$ cat src/rfcp_pkg.sv
// Shared types and constants for the capture-period tachometer.
`timescale 1ns / 1ps
`default_nettype none

package rfcp_pkg;

    localparam int          DEF_CAPTURE_BITS = 16;
    localparam int          NUM_W            = 32;
    localparam int          CAP_PORT_W       = 16;
    localparam int          OVF_W            = 16;
    localparam int          SPEED_W          = 16;
    localparam logic [31:0] NUM_RESET        = 32'd60000000;
    localparam logic [15:0] OVF_MAX          = 16'hFFFF;
    localparam logic [15:0] SPEED_SAT        = 16'hFFFF;

    localparam logic OP_OVERFLOW = 1'b0;
    localparam logic OP_CAPTURE  = 1'b1;

    typedef enum logic [1:0] {
        ST_IDLE,
        ST_DIV,
        ST_HOLD
    } t_state;

    typedef struct packed {
        logic busy;
        logic done;
    } t_div_status;

endpackage

`default_nettype wire

$ cat src/rfcp_period.sv
// Overflow count and last capture state, and the period between captures.
`timescale 1ns / 1ps
`default_nettype none

module rfcp_period
    import rfcp_pkg::*;
#(
    parameter int CAPTURE_BITS = DEF_CAPTURE_BITS
) (
    input  wire logic                  i_clk,
    input  wire logic                  i_rst_n,
    input  wire logic                  i_accept,
    input  wire logic                  i_operation,
    input  wire logic [CAP_PORT_W-1:0] i_capture_value,
    output logic [NUM_W-1:0]           o_period
);

    localparam int CAP_W = (CAPTURE_BITS < CAP_PORT_W) ? CAPTURE_BITS : CAP_PORT_W;
    localparam logic [CAP_PORT_W-1:0] CAP_MASK =
        CAP_PORT_W'((17'd1 << CAP_W) - 17'd1);

    logic [OVF_W-1:0]            r_ovf;
    logic [OVF_W-1:0]            n_ovf;
    logic [CAP_PORT_W-1:0]       r_last;
    logic [CAP_PORT_W-1:0]       n_last;
    logic [CAP_PORT_W-1:0]       cap_masked;
    logic [NUM_W+OVF_W-1:0]      ovf_wide;
    logic [NUM_W-1:0]            diff;

    assign cap_masked = i_capture_value & CAP_MASK;
    assign ovf_wide   = {{NUM_W{1'b0}}, r_ovf} << CAPTURE_BITS;
    assign diff       = {{(NUM_W-CAP_PORT_W){1'b0}}, cap_masked}
                      - {{(NUM_W-CAP_PORT_W){1'b0}}, r_last};
    assign o_period   = ovf_wide[NUM_W-1:0] + diff;

    always_comb begin
        n_ovf  = r_ovf;
        n_last = r_last;
        if (i_accept) begin
            if (i_operation == OP_CAPTURE) begin
                n_ovf  = '0;
                n_last = cap_masked;
            end else if (r_ovf != OVF_MAX) begin
                n_ovf = r_ovf + OVF_W'(1);
            end
        end
    end

    always_ff @(posedge i_clk) begin
        if (!i_rst_n) begin
            r_ovf  <= '0;
            r_last <= '0;
        end else begin
            r_ovf  <= n_ovf;
            r_last <= n_last;
        end
    end

endmodule

`default_nettype wire

$ cat src/rfcp_div.sv
// Restoring serial divider, one quotient bit per cycle.
`timescale 1ns / 1ps
`default_nettype none

module rfcp_div
    import rfcp_pkg::*;
(
    input  wire logic             i_clk,
    input  wire logic             i_rst_n,
    input  wire logic             i_start,
    input  wire logic [NUM_W-1:0] i_dividend,
    input  wire logic [NUM_W-1:0] i_divisor,
    output t_div_status           o_status,
    output logic [NUM_W-1:0]      o_quotient
);

    localparam int CNT_W = $clog2(NUM_W);

    logic [NUM_W-1:0] r_rem;
    logic [NUM_W-1:0] n_rem;
    logic [NUM_W-1:0] r_quo;
    logic [NUM_W-1:0] n_quo;
    logic [NUM_W-1:0] r_dsr;
    logic [CNT_W-1:0] r_cnt;
    logic             r_busy;
    logic             r_done;
    logic [NUM_W:0]   trial;
    logic [NUM_W:0]   diff;

    assign trial = {r_rem, r_quo[NUM_W-1]};
    assign diff  = trial - {1'b0, r_dsr};

    always_comb begin
        if (!diff[NUM_W]) begin
            n_rem = diff[NUM_W-1:0];
            n_quo = {r_quo[NUM_W-2:0], 1'b1};
        end else begin
            n_rem = trial[NUM_W-1:0];
            n_quo = {r_quo[NUM_W-2:0], 1'b0};
        end
    end

    always_ff @(posedge i_clk) begin
        if (!i_rst_n) begin
            r_busy <= 1'b0;
            r_done <= 1'b0;
            r_cnt  <= '0;
        end else begin
            r_done <= 1'b0;
            if (i_start) begin
                r_busy <= 1'b1;
                r_cnt  <= CNT_W'(NUM_W - 1);
            end else if (r_busy) begin
                r_cnt <= r_cnt - CNT_W'(1);
                if (r_cnt == '0) begin
                    r_busy <= 1'b0;
                    r_done <= 1'b1;
                end
            end
        end
    end

    always_ff @(posedge i_clk) begin
        if (i_start) begin
            r_rem <= '0;
            r_quo <= i_dividend;
            r_dsr <= i_divisor;
        end else if (r_busy) begin
            r_rem <= n_rem;
            r_quo <= n_quo;
        end
    end

    assign o_status.busy = r_busy;
    assign o_status.done = r_done;
    assign o_quotient    = r_quo;

endmodule

`default_nettype wire

$ cat src/rpm_from_capture_period_top.sv
// Engine speed from ignition pulse capture period: sequencer and output register.
// Usage:
//   Input channel (i_in_valid / o_in_stall) carries an operation bit and a
//   16-bit capture value. Operation 0 is a timer overflow tick: it bumps a
//   saturating overflow count and gives no result. Operation 1 is a capture:
//   the period since the previous capture is formed and the numerator is
//   divided by it.
//   Output channel (o_out_valid / i_out_stall) carries speed_rpm and the
//   zero_interval flag, one request per capture.
//   The user must write the numerator through i_cfg_we / i_cfg_wdata only while
//   idle; the block itself does not enforce this.
// Sequence:
//   A divided capture runs 32 divider steps, then the quotient is latched, then
//   the output register is loaded. A zero period skips the divider. The input
//   channel stalls while the divider runs or a result waits to be loaded, so
//   divided captures never overlap. Overflow ticks are accepted while idle.
// Reset clears the overflow count, the stored capture and the output valid,
// and loads the numerator with 60000000. When the receiver stalls, the
// output request holds; a following capture may divide meanwhile and then
// waits for the output register.
`timescale 1ns / 1ps
`default_nettype none

module rpm_from_capture_period_top
    import rfcp_pkg::*;
#(
    parameter int CAPTURE_BITS = DEF_CAPTURE_BITS
) (
    input  wire logic                  i_clk,
    input  wire logic                  i_rst_n,
    input  wire logic                  i_cfg_we,
    input  wire logic [NUM_W-1:0]      i_cfg_wdata,
    input  wire logic                  i_in_valid,
    output logic                       o_in_stall,
    input  wire logic                  i_in_operation,
    input  wire logic [CAP_PORT_W-1:0] i_in_capture_value,
    output logic                       o_out_valid,
    input  wire logic                  i_out_stall,
    output logic [SPEED_W-1:0]         o_out_speed_rpm,
    output logic                       o_out_zero_interval
);

    t_state              r_state;
    t_state              n_state;
    logic [NUM_W-1:0]    r_numerator;
    logic [SPEED_W-1:0]  r_res_speed;
    logic [SPEED_W-1:0]  n_res_speed;
    logic                r_res_zero;
    logic                n_res_zero;
    logic                r_out_valid;
    logic [SPEED_W-1:0]  r_out_speed;
    logic                r_out_zero;
    logic                in_accept;
    logic                is_capture;
    logic                period_zero;
    logic                out_free;
    logic                div_start;
    logic                load_out;
    logic [NUM_W-1:0]    period;
    logic [NUM_W-1:0]    quotient;
    t_div_status         div_stat;

    assign in_accept   = i_in_valid & ~o_in_stall;
    assign is_capture  = (i_in_operation == OP_CAPTURE);
    assign period_zero = (period == '0);
    assign out_free    = ~r_out_valid | ~i_out_stall;

    rfcp_period #(
        .CAPTURE_BITS (CAPTURE_BITS)
    ) u_period (
        .i_clk           (i_clk),
        .i_rst_n         (i_rst_n),
        .i_accept        (in_accept),
        .i_operation     (i_in_operation),
        .i_capture_value (i_in_capture_value),
        .o_period        (period)
    );

    rfcp_div u_div (
        .i_clk      (i_clk),
        .i_rst_n    (i_rst_n),
        .i_start    (div_start),
        .i_dividend (r_numerator),
        .i_divisor  (period),
        .o_status   (div_stat),
        .o_quotient (quotient)
    );

    always_comb begin
        n_state = r_state;
        case (r_state)
            ST_IDLE: begin
                if (in_accept && is_capture) begin
                    n_state = period_zero ? ST_HOLD : ST_DIV;
                end
            end
            ST_DIV: begin
                if (div_stat.done) begin
                    n_state = ST_HOLD;
                end
            end
            ST_HOLD: begin
                if (out_free) begin
                    n_state = ST_IDLE;
                end
            end
            default: n_state = ST_IDLE;
        endcase
    end

    always_comb begin
        o_in_stall  = 1'b1;
        div_start   = 1'b0;
        load_out    = 1'b0;
        n_res_speed = r_res_speed;
        n_res_zero  = r_res_zero;
        case (r_state)
            ST_IDLE: begin
                o_in_stall = 1'b0;
                if (in_accept && is_capture) begin
                    div_start   = ~period_zero;
                    n_res_speed = SPEED_SAT;
                    n_res_zero  = period_zero;
                end
            end
            ST_DIV: begin
                if (div_stat.done) begin
                    n_res_speed = quotient[SPEED_W-1:0];
                    n_res_zero  = 1'b0;
                end
            end
            ST_HOLD: begin
                load_out = out_free;
            end
            default: o_in_stall = 1'b1;
        endcase
    end

    always_ff @(posedge i_clk) begin
        if (!i_rst_n) begin
            r_state     <= ST_IDLE;
            r_numerator <= NUM_RESET;
            r_out_valid <= 1'b0;
        end else begin
            r_state <= n_state;
            if (i_cfg_we) begin
                r_numerator <= i_cfg_wdata;
            end
            if (load_out) begin
                r_out_valid <= 1'b1;
            end else if (!i_out_stall) begin
                r_out_valid <= 1'b0;
            end
        end
    end

    always_ff @(posedge i_clk) begin
        r_res_speed <= n_res_speed;
        r_res_zero  <= n_res_zero;
        if (load_out) begin
            r_out_speed <= r_res_speed;
            r_out_zero  <= r_res_zero;
        end
    end

    assign o_out_valid         = r_out_valid;
    assign o_out_speed_rpm     = r_out_speed;
    assign o_out_zero_interval = r_out_zero;

    a_out_from_hold: assert property (@(posedge i_clk) disable iff (!i_rst_n)
        $rose(o_out_valid) |-> $past(r_state == ST_HOLD))
        else $error("output valid rose outside hold");

    a_zero_sat: assert property (@(posedge i_clk) disable iff (!i_rst_n)
        (o_out_valid && o_out_zero_interval) |-> (o_out_speed_rpm == SPEED_SAT))
        else $error("zero period without saturated speed");

    a_div_alive: assert property (@(posedge i_clk) disable iff (!i_rst_n)
        (r_state == ST_DIV) |-> (div_stat.busy || div_stat.done))
        else $error("sequencer waits on an idle divider");

    a_capture_busy: assert property (@(posedge i_clk) disable iff (!i_rst_n)
        (in_accept && is_capture) |=> (r_state != ST_IDLE))
        else $error("capture accepted without leaving idle");

endmodule

`default_nettype wire
$ cat config.mk
export PLATFORM = sky130hd
export DESIGN_NAME = rpm_from_capture_period_top
export DESIGN_NICKNAME = d
export VERILOG_FILES = /design/src/rfcp_pkg.sv /design/src/rfcp_period.sv /design/src/rfcp_div.sv /design/src/rpm_from_capture_period_top.sv
export SDC_FILE = /design/constraint.sdc
export NUM_CORES = 1
export LEC_CHECK = 0
export ABC_AREA = 0
export BUFFER_PORTS_ARGS = -buffer_cell sky130_fd_sc_hd__buf_2
export CAP_MARGIN = 10
export CORE_MARGIN = 2
export CORE_UTILIZATION = 47
export CTS_BUF_LIST = sky130_fd_sc_hd__clkbuf_8
export DETAILED_ROUTE_END_ITERATION = 8
export GPL_ROUTABILITY_DRIVEN = 1
export HOLD_SLACK_MARGIN = 0.15
export SYNTH_ARGS = -nofsm -noshare
export SYNTH_HDL_FRONTEND = slang
export SYNTH_SLANG_ARGS = --single-unit
$ cat constraint.sdc
create_clock -name i_clk -period 14.7 [get_ports i_clk]
set_clock_uncertainty 0.1 [all_clocks]
set_input_delay 0 -clock i_clk [delete_from_list [all_inputs] [get_ports i_clk]]
set_output_delay 0 -clock i_clk [all_outputs]
set_load 0.01 [all_outputs]
==> impl_metrics.csv, run 1 <==
group,metric,value,unit
cts,holdBufCountCts,154,
timing,setup_viol,0,
timing,fin_crit_sh,50.2,%
synth,synth_top_area_cell,"edfxtp_1",
worst_setup_path,path_class,"flop to flop",
cts,clk_latency,0.53,ns
synth,ys_seq_area_share,44.8,%
cts,cts.repair.resized,0,
route,final_antenna_net_count,0,
cts,cts.clk_slew.worst_paths,0.06,ns
route,vias,9132,
synth,synth_most_common_cell,"dfxtp_1",
synth,ys.warnings.count,0,
floorplanning,floorplan.die_area,0.0253,mm^2
timing,fin_hold_ws,0.308,ns
synth,synth_seq_cells,204,
timing,rsz0062_at_grt,"false",
worst_setup_path,crit_path_max_incr_delay,0.55,ns
layout,drive_gt1_share,12.5,%
place,routabilityCongestion,0.860,
min_path,min_path_type,"flop to flop",
route,wl,27400,um
cts,clock-sinks,204,
floorplanning,start_util,48.0,%
synth,syn_inst,1163,
synth,yosys-top-cells-count,"106 x dfxtp_1, 102 x nor2_1, 98 x edfxtp_1",
global_route,grt_overflow,0,
floorplanning,die_x,159,um
cts,cts_setup_buffers,0,
synth,syn_area,0.0113,mm^2
layout,fill_cells,2040,
synth,yosys.area.top_type_share,26.0,%
cts,clk_path_buf_depth,3,
layout,syn2layout_area_growth,26.2,%
route,drt_iter0_drc,496,
route,vias_per_cell,5.24,
worst_setup_path,required,14.87,ns
layout,nets,1516,
timing,report.final.slew_viol_count,0,
synth,synthFlopType,"dfxtp_1",
route,drc_errors,0,
worst_setup_path,crit_slowest_cell,"or4_1",
place,place_inst,1518,
synth,synth-edff-count,98,
route,routed.top_layer,"met4",
place,dpl.hpwl,17400,um
timing,slew_headroom,25.0,%
worst_setup_path,path_common_cell,"inv_1",
outcome,status,"complete, no violations",
synth,syn_nets,1286,
global_route,antenna_found_initial,0,
worst_setup_path,crit_fanout,59,
power_and_ir_drop,power.density,129,mW/mm^2
global_route,grt_pass1_vias,8984,
worst_setup_path,end_kind,"flop",
power_and_ir_drop,ir_drop,0.0000720,V
synth,postSynth.asyncResetShare,0,%
worst_setup_path,arrival,7.55,ns
floorplanning,placementRows,56,
timing,worst_pin_slew,1.12,ns
worst_setup_path,worst-path-buf-inv,5,
layout,antennaDiodeCount,0,
global_route,grt_pass1_wl,44900,um
synth,synth.distinct_cells,65,
route,drt_first_pass_iters,5,
timing,hold_viol_final,0,
floorplanning,ios,73,
route,met2_length,13000,um
route,wire_per_inst,15.7,um
timing,setup-tns-final,0,ns
worst_setup_path,cp-start-kind,"flop",
route,wl_met1,12800,um
floorplanning,dieHeight,159,um
run,timing.max_cap.violations,0,
synth,postSynthAreaPerCell,9.72,um^2
worst_setup_path,path_delay_family,"simple AND/OR/NAND/NOR gates",
synth,synthTopCellsByArea,"edfxtp_1 26%, dfxtp_1 19%, ha_1 7.3%, a21oi_1 3.9%, nor2_1 3.4%",
timing,max_freq,136,MHz
power_and_ir_drop,cellLeakagePower,5.84,nW
layout,layout.cells.non_filler,1742,
place,io_buffers,72,
timing,period_minus_slack,7.38,ns
cts,cts_buffers,38,
global_route,grt_usage,21.6,%
cts,cts_tree,"yes",
global_route,grt_max_degree,67,
floorplanning,coreArea,0.0235,mm^2
cts,root_buffer,"clkbuf_8",
worst_setup_path,path_cells,"inv_1 > ha_1 > a2111o_1 > o2111ai_1 > a21oi_1 > or2_2 > a21o_1 > a21o_1 > inv_1 > ha_1 > inv_1 > fa_1 > inv_1 > or4_1 > or4_1 > or3_1 > or4_1 > nor4_1 > nand4_1 > nor4_4 > nor2_4 > buf_4 > mux2_1",
cts,htree_levels,2,
route,routed-wl-met3,1120,um
## final cells by class
type | count | area [um^2] | area share, %
clock inverter | 28 | 154 | 1.08
timing repair buffer | 234 | 1960 | 13.8
clock buffer | 42 | 578 | 4.05
multi-input combinational | 835 | 5810 | 40.7
sequential | 204 | 5070 | 35.5
tap | 319 | 399 | 2.80
inverter | 80 | 300 | 2.10
## logic make-up (layout without fill, tap and decap cells)
family | count (synthesis) | after routing | synth area share (%)
multiplexers | 71 | 71 | 6.65
AND/OR/NAND/NOR | 355 | 355 | 15.5
XOR/XNOR | 61 | 61 | 4.72
adder cells (fa/ha/maj) | 69 | 69 | 7.83
buffers and inverters | 124 | 384 | 4.16
AO/OA/AOI/OAI | 279 | 279 | 16.3
flip-flops | 204 | 204 | 44.8
## worst paths after layout
| path | start | endpoint | slack (ns) | depth (start not counted) |
|---|---|---|---|---|
| hold reg to reg | r_res_speed[0]$_SDFFCE_PN1P_ | o_out_speed_rpm[0]$_DFFE_PP_ | 0.31 | 0 |
| hold / removal | r_res_speed[0]$_SDFFCE_PN1P_ | o_out_speed_rpm[0]$_DFFE_PP_ | 0.31 | 0 |
| setup / recovery | u_period.r_last[7]$_SDFFE_PN0P_ | u_div.o_quotient[30]$_DFFE_PP_ | 7.32 | 23 |
| setup reg to reg | u_period.r_last[7]$_SDFFE_PN0P_ | u_div.o_quotient[30]$_DFFE_PP_ | 7.32 | 23 |
## through the flow
stage	power [W]	instance area (um^2)	setup WS, ns	util [%]
finish	0.00184	14300	7.32	60.6
global route	0.00196	14300	6.92	60.6
CTS	0.00185	14300	7.28	60.6
detailed placement	0.00128	12000	7.32	50.9
global placement	0.00128	12000	7.48	50.9
floorplan	0.00115	11300	7.07	-
## state kept, by name (all words and copies together) (netlist names)
name                 count
u_div.r_dsr             32
o_out_valid              1
r_numerator             32
o_out_speed_rpm         16
u_div.r_done             1
u_period.r_last         16
u_div.r_rem             32
u_div.o_quotient        32
r_res_speed             16
u_div.r_cnt              5
o_out_zero_interval      1
r_state                  2
u_period.r_ovf          16
u_div.r_busy             1
r_res_zero               1
## per-layer routing
metal | vias up | GRT usage (%)
met3 | 44 | 3.52
li1 | 4653 | -
met5 | - | 0
met1 | 4252 | 28.4
met2 | 183 | 36.5
met4 | 0 | 6.65
## worst register-to-register path, stage by stage, from the launching register on
cell and delay [ns]:
dfxtp_1 0.33, inv_1 0.04, ha_1 0.37, a2111o_1 0.46, o2111ai_1 0.24, a21oi_1 0.11, or2_2 0.32, a21o_1 0.18
a21o_1 0.20, inv_1 0.35, ha_1 0.29, inv_1 0.06, fa_1 0.47, inv_1 0.04, or4_1 0.49, or4_1 0.55
or3_1 0.34, or4_1 0.39, nor4_1 0.29, nand4_1 0.20, nor4_4 0.44, nor2_4 0.04, buf_4 0.37, mux2_1 0.41
## report_power, final
part           internal, W  switching, W  leakage (nW)
sequential        0.000663     0.0000396          1.77
combinational     0.000263      0.000345          3.64
clock             0.000283      0.000245         0.430
total              0.00121      0.000629          5.84
## placed cells by master, fill, tap and decap left out, types with 7 or more instances in the layout
master         synthesis  layout
xor2_1                30      30
dlygate4sd3_1          0     154
buf_2                  4      72
nor2b_1               33      33
nand2b_1              30      30
or4_1                  7       7
a211oi_1              32      32
buf_4                  0       8
nor2_1               102     101
a21o_1                20      20
and2_1                 7       7
nand2_1               93      93
clkbuf_8               0      42
nor4_1                 7       7
o21ai_0               30      29
dfxtp_1              106     105
or3_1                 10      10
nand4_1               11      11
a31oi_1               10      10
ha_1                  66      66
a21boi_0              18      18
mux2i_1               38      38
o21a_1                18      18
nand3_1               19      19
and3_1                12      12
o211ai_1              12      12
a21oi_1               88      86
edfxtp_1              98      98
xnor2_1               31      30
mux2_2                30      30
inv_1                 79      92
nor3_1                 8       8
Note: power is estimated with default switching activity, not from simulation.
==> inputs of run 2 (changes only) <==
PLACE_DENSITY = 0.67   (was unset)
clock period = 6.11 ns   (was 14.7 ns; I/O delays follow)
==> impl_metrics.csv, run 2 (synthesized netlist as in run 1, its figures left out) <==
group,metric,value,unit
outcome,status,"complete, no violations",
route,drt_iter0_drc,552,
cts,clk_path_buf_depth,3,
floorplanning,coreArea,0.0235,mm^2
timing,period_minus_slack,6.10,ns
place,routabilityCongestion,0.835,
power_and_ir_drop,power_frac_comb,35.2,%
global_route,use_met3,3.44,%
cts,cts.clk_slew.worst_paths,0.06,ns
cts,htree_levels,2,
timing,max_freq,164,MHz
worst_setup_path,crit_slowest_cell,"or4_1",
global_route,grt_pass1_wl,46500,um
layout,nets,1552,
cts,root_buffer,"clkbuf_8",
floorplanning,floorplan.die_area,0.0253,mm^2
global_route,grt_overflow,0,
layout,final_common_cell,"dlygate4sd3_1",
worst_setup_path,path_delay_family,"simple AND/OR/NAND/NOR gates",
worst_setup_path,worst-path-buf-inv,6,
min_path,min_path_type,"flop to flop",
route,vias,9604,
route,vias_per_cell,5.41,
timing,setup_viol,0,
worst_setup_path,crit_fanout,19,
route,final_antenna_net_count,0,
cts,cts_buffers,36,
worst_setup_path,required,6.28,ns
timing,worst_pin_slew,1.12,ns
worst_setup_path,arrival,6.27,ns
floorplanning,ios,73,
global_route,grt_max_degree,67,
global_route,top_usage_layer,"met2",
cts,cts_tree,"yes",
worst_setup_path,end_kind,"flop",
place,post-place-ws,-0.145,ns
power_and_ir_drop,power.density,303,mW/mm^2
timing,hold_viol_final,0,
route,wl,29700,um
floorplanning,die_x,159,um
global_route,grt_usage,22.3,%
timing,finalWorstSetupSlack,0.00737,ns
route,drt_first_pass_iters,5,
power_and_ir_drop,switching_power,0.00156,W
layout,multi_input_area,0.00599,mm^2
worst_setup_path,crit_path_max_incr_delay,0.53,ns
power_and_ir_drop,cellLeakagePower,6.07,nW
power_and_ir_drop,finalPower,0.00450,W
timing,slew_headroom,25.1,%
layout,fill_cells,1902,
place,placed_cell_area,0.0123,mm^2
layout,antennaDiodeCount,0,
timing,fin_crit_sh,99.9,%
cts,clock-sinks,204,
global_route,grt_pass1_vias,9341,
layout,drive_gt1_share,17.4,%
global_route,met1_usage,28.3,%
route,wire_per_inst,16.8,um
floorplanning,start_util,48.0,%
worst_setup_path,path_class,"flop to flop",
cts,clk_latency,0.53,ns
timing,rsz0062_at_grt,"true",
worst_setup_path,path_cells,"inv_1 > ha_2 > a2111o_1 > o2111ai_2 > a21oi_2 > or2_4 > a21o_1 > a21o_1 > inv_4 > ha_4 > inv_2 > fa_1 > inv_1 > or4_1 > or4_1 > or3_1 > or4_4 > nor4_4 > nand4_1 > nor4_4 > buf_4 > buf_12 > nor2_4 > mux2_2",
floorplanning,placementRows,56,
timing,report.final.slew_viol_count,0,
run,timing.max_cap.violations,0,
layout,finalInstanceArea,0.0148,mm^2
place,io_buffers,72,
layout,final_cell_mix,"150 x dlygate4sd3_1, 101 x dfxtp_1, 100 x nor2_1",
worst_setup_path,cp-start-kind,"flop",
floorplanning,dieHeight,159,um
layout,seqCellArea,0.00507,mm^2
layout,syn2layout_area_growth,31.1,%
power_and_ir_drop,ir_drop,0.000176,V
power_and_ir_drop,p_int,0.00294,W
global_route,use_met2,38.9,%
place,dpl.hpwl,17700,um
global_route,antenna_found_initial,0,
route,drc_errors,0,
power_and_ir_drop,pwr-share-clk,27.2,%
power_and_ir_drop,swShare,34.8,%
power_and_ir_drop,pwr-share-seq,37.6,%
[run 2: cell types whose count changed in the layout (fill, tap and decap cells not counted), sizes merged, moves of 3 or more]
cell / previous run / this run
buf: 80 / 117
clkinvlp: 0 / 3
dlygate4sd3: 154 / 150
clkinv: 12 / 8
[run 2: path summary, 6_finish.rpt]
path	start	slack, ns	end	cells after the start
worst max-delay path	u_period.r_last[6]$_SDFFE_PN0P_	0.007	u_div.o_quotient[28]$_DFFE_PP_	24
worst min register to register	r_res_speed[0]$_SDFFCE_PN1P_	0.32	o_out_speed_rpm[0]$_DFFE_PP_	0
worst min-delay path	r_res_speed[0]$_SDFFCE_PN1P_	0.32	o_out_speed_rpm[0]$_DFFE_PP_	0
worst max register to register	u_period.r_last[6]$_SDFFE_PN0P_	0.007	u_div.o_quotient[28]$_DFFE_PP_	24
[run 2: layout make-up]
class,count,area share [%]
well taps,319,2.69
multi-input cells,836,40.4
repair buffers,271,16.0
clock buffers,37,3.43
clock inverters,27,1.20
inverters,80,2.04
flip-flops and latches,204,34.2
[run 2: timing repair]
| item | in CTS | in global routing |
|---|---|---|
| buffers inserted | 2 | 4 |
| gates resized for setup | 5 | 34 |
| setup endpoints to repair | 121 | 133 |
| hold buffers | 150 | 0 |
| hold endpoints to repair | 96 | 0 |
| cloned | 1 | 8 |
| pin swaps | 11 | 13 |
[run 2: metal layers]
layer  wire [um]  up-vias
met1       13100     4604
met5           0        -
met2       14600      217
li1            -     4732
met3        1330       51
met4         721        0
[run 2: metrics by stage]
stage	std cells	util [%]	hold slack, ns	TNS, ns
global route	1774	63.0	0.324	-19.23
floorplan	1163	-	0.0280	-3.60
global placement	1545	52.1	0.118	-0.172
CTS	1762	61.6	0.290	0
finish	1774	63.0	0.315	0
detailed placement	1545	52.1	0.122	-9.66
[run 2: power by group through the flow]
stage | Combinational [W] | Sequential [W] | Clock (W)
final | 0.00158 | 0.00169 | 0.00123
after detailed placement | 0.00141 | 0.00171 | 0
after global placement | 0.00139 | 0.00171 | 0
after global routing | 0.00176 | 0.00171 | 0.00132
after floorplan | 0.00109 | 0.00168 | 0
after CTS | 0.00150 | 0.00169 | 0.00124
==> inputs of run 3 (changes only) <==
--- a/config.mk
+++ b/config.mk
@@ -8,2 +8,3 @@
 export ABC_AREA = 0
+export ABC_CLOCK_PERIOD_IN_PS = 6110
 export BUFFER_PORTS_ARGS = -buffer_cell sky130_fd_sc_hd__buf_2
==> constraint.sdc (replaced) <==
create_clock -name i_clk -period 6.11 [get_ports i_clk]
set_clock_uncertainty 0.1 [all_clocks]
set_input_delay 0.3055 -clock i_clk [delete_from_list [all_inputs] [get_ports i_clk]]
set_output_delay 0.3055 -clock i_clk [all_outputs]
set_load 0.01 [all_outputs]
==> impl_metrics.csv, run 3 (synthesized netlist as in run 1, its figures left out) <==
group,metric,value,unit
cts,cts.clk_slew.worst_paths,0.06,ns
floorplanning,dieHeight,159,um
global_route,top_usage_layer,"met2",
route,final_antenna_net_count,0,
layout,multi_input_area,0.00601,mm^2
floorplanning,start_util,48.0,%
layout,seqCellArea,0.00507,mm^2
global_route,grt_overflow,0,
global_route,use_met3,3.36,%
run,timing.max_cap.violations,0,
layout,final_common_cell,"dfxtp_1",
layout,antennaDiodeCount,0,
power_and_ir_drop,power.density,323,mW/mm^2
route,drt_first_pass_iters,4,
worst_setup_path,path_delay_family,"simple AND/OR/NAND/NOR gates",
min_path,min_path_type,"input pin to flop",
route,drc_errors,0,
power_and_ir_drop,finalPower,0.00451,W
worst_setup_path,path_depth,23,
worst_setup_path,r2r_setup_slack,-0.02,ns
worst_setup_path,path_class,"flop to flop",
global_route,grt_pass1_vias,8625,
place,io_buffers,72,
layout,fill_cells,2031,
min_path,hold_path.startpoint,"i_in_capture_value[0]",
place,placed_cell_area,0.0124,mm^2
timing,fin_crit_sh,100,%
global_route,grt_pass1_wl,42500,um
route,drt_iter0_drc,474,
cts,clk_latency,0.55,ns
worst_setup_path,startpoint,"u_period.r_last[7]$_SDFFE_PN0P_",
floorplanning,die_x,159,um
timing,setup-tns-final,-0.293,ns
layout,syn2layout_area_growth,23.6,%
layout,finalInstanceArea,0.0140,mm^2
timing,finalWorstSetupSlack,-0.0233,ns
worst_setup_path,crit_slowest_cell,"or4_4",
layout,drive_gt1_share,19.4,%
global_route,met1_usage,26.8,%
route,wire_per_inst,16.0,um
worst_setup_path,crit_fanout,7,
timing,slew_headroom,25.3,%
worst_setup_path,arrival,6.31,ns
power_and_ir_drop,cellLeakagePower,5.71,nW
cts,cts_tree,"yes",
cts,cts_buffers,38,
route,vias,8998,
cts,root_buffer,"clkbuf_8",
route,vias_per_cell,5.34,
floorplanning,ios,73,
place,routabilityCongestion,0.854,
timing,hold_viol_final,0,
worst_setup_path,path_cells,"inv_2 > ha_4 > a2111o_1 > o2111ai_2 > a21oi_2 > or2_4 > a21o_1 > a21o_1 > inv_4 > ha_4 > inv_2 > fa_1 > inv_1 > or4_1 > or4_4 > or3_1 > or4_4 > nor4_4 > nand4_1 > nor4_4 > nor2_4 > clkbuf_16 > mux2_2",
worst_setup_path,cp-start-kind,"flop",
worst_setup_path,required,6.29,ns
floorplanning,coreArea,0.0235,mm^2
worst_setup_path,crit_path_max_incr_delay,0.51,ns
cts,clk_path_buf_depth,3,
worst_setup_path,worst-path-buf-inv,5,
cts,clock-sinks,204,
layout,final_cell_mix,"104 x dfxtp_1, 101 x nor2_1, 98 x edfxtp_1",
place,post-place-ws,-0.144,ns
worst_setup_path,end_kind,"flop",
timing,setup_viol,23,
global_route,grt_usage,20.3,%
layout,nets,1458,
floorplanning,placementRows,56,
global_route,antenna_found_initial,0,
worst_setup_path,reg2regPathDepth,23,
worst_setup_path,rr_startpoint,"u_period.r_last[7]$_SDFFE_PN0P_",
power_and_ir_drop,ir_drop,0.000191,V
global_route,grt_max_degree,66,
global_route,use_met2,34.1,%
floorplanning,floorplan.die_area,0.0253,mm^2
cts,htree_levels,2,
timing,worst_pin_slew,1.12,ns
route,wl,27000,um
outcome,status,"finished with violations",
worst_setup_path,worstReg2RegEnd,"u_div.o_quotient[14]$_DFFE_PP_",
worst_setup_path,critPathCapture,"u_div.o_quotient[14]$_DFFE_PP_",
layout,utilization,59.4,%
place,dpl.hpwl,18000,um
timing,period_minus_slack,6.13,ns
timing,rsz0062_at_grt,"true",
timing,max_freq,163,MHz
timing,report.final.slew_viol_count,0,
outcome,failed_checks,"setup timing",
## run 3: cell types whose count changed in the layout (fill, tap and decap cells not counted), moves of 3 or more
cell and delta:
dlygate4sd3_1 -101, a211oi_1 -9, dfxtp_2 -3, a211oi_2 +9, dfxtp_1 +3, clkinv_2 +3
buf_6 -3, buf_4 +5, clkbuf_8 +6
## run 3: layout make-up
type	instances	share of cell area, %
multi-input combinational	835	43.0
sequential	204	36.2
timing repair buffer	176	10.4
clock buffer	43	4.23
tap	319	2.85
inverter	80	2.17
clock inverter	27	1.06
## run 3: routing by layer
layer | vias to the layer above | wire, um
li1 | 4547 | -
met1 | 4260 | 12700
met2 | 152 | 12800
met3 | 39 | 994
met4 | 0 | 524
met5 | - | 0
## run 3: stage by stage
stage / hold WS (ns) / instances
after floorplan: 0.300 / 1163
after global placement: 0.303 / 1551
after detailed placement: 0.305 / 1551
after CTS: 0.154 / 1670
after global routing: 0.184 / 1684
final: 0.188 / 1684
## run 3: worst min path at each step
| stage | endpoint | depth (start not counted) |
|---|---|---|
| finish | u_div.r_dsr[0]$_DFFE_PP_ | 4 |
| global route | u_div.r_dsr[0]$_DFFE_PP_ | 4 |
| CTS | u_div.r_dsr[0]$_DFFE_PP_ | 4 |
| detailed placement | o_out_speed_rpm[0]$_DFFE_PP_ | 0 |
| global placement | o_out_speed_rpm[11]$_DFFE_PP_ | 0 |
| floorplan | o_out_speed_rpm[0]$_DFFE_PP_ | 0 |
## run 3: timing repair
item                       CTS  global route
hold endpoints to repair    50             0
cloned                       0             8
resized for setup            0            36
setup endpoints to repair   24           131
hold buffers                49             0
setup buffers                0             6
pin swaps                    2            16
## run 3: worst register-to-register path, delay by kind of cell (launching register included)
family | cells | cell delay, ns
AO/OA/AOI/OAI | 5 | 1.14
adder cells (fa/ha/maj) | 3 | 0.80
buffers and inverters | 5 | 0.38
flip-flops | 1 | 0.33
multiplexers | 1 | 0.27
AND/OR/NAND/NOR | 9 | 2.85
## run 3: report_power, final
part           switching [W]  total [W]  leakage (nW)  internal (W)
Sequential         0.0000967    0.00169          1.77       0.00159
Clock               0.000580    0.00127         0.423      0.000692
Combinational       0.000895    0.00155          3.52      0.000656
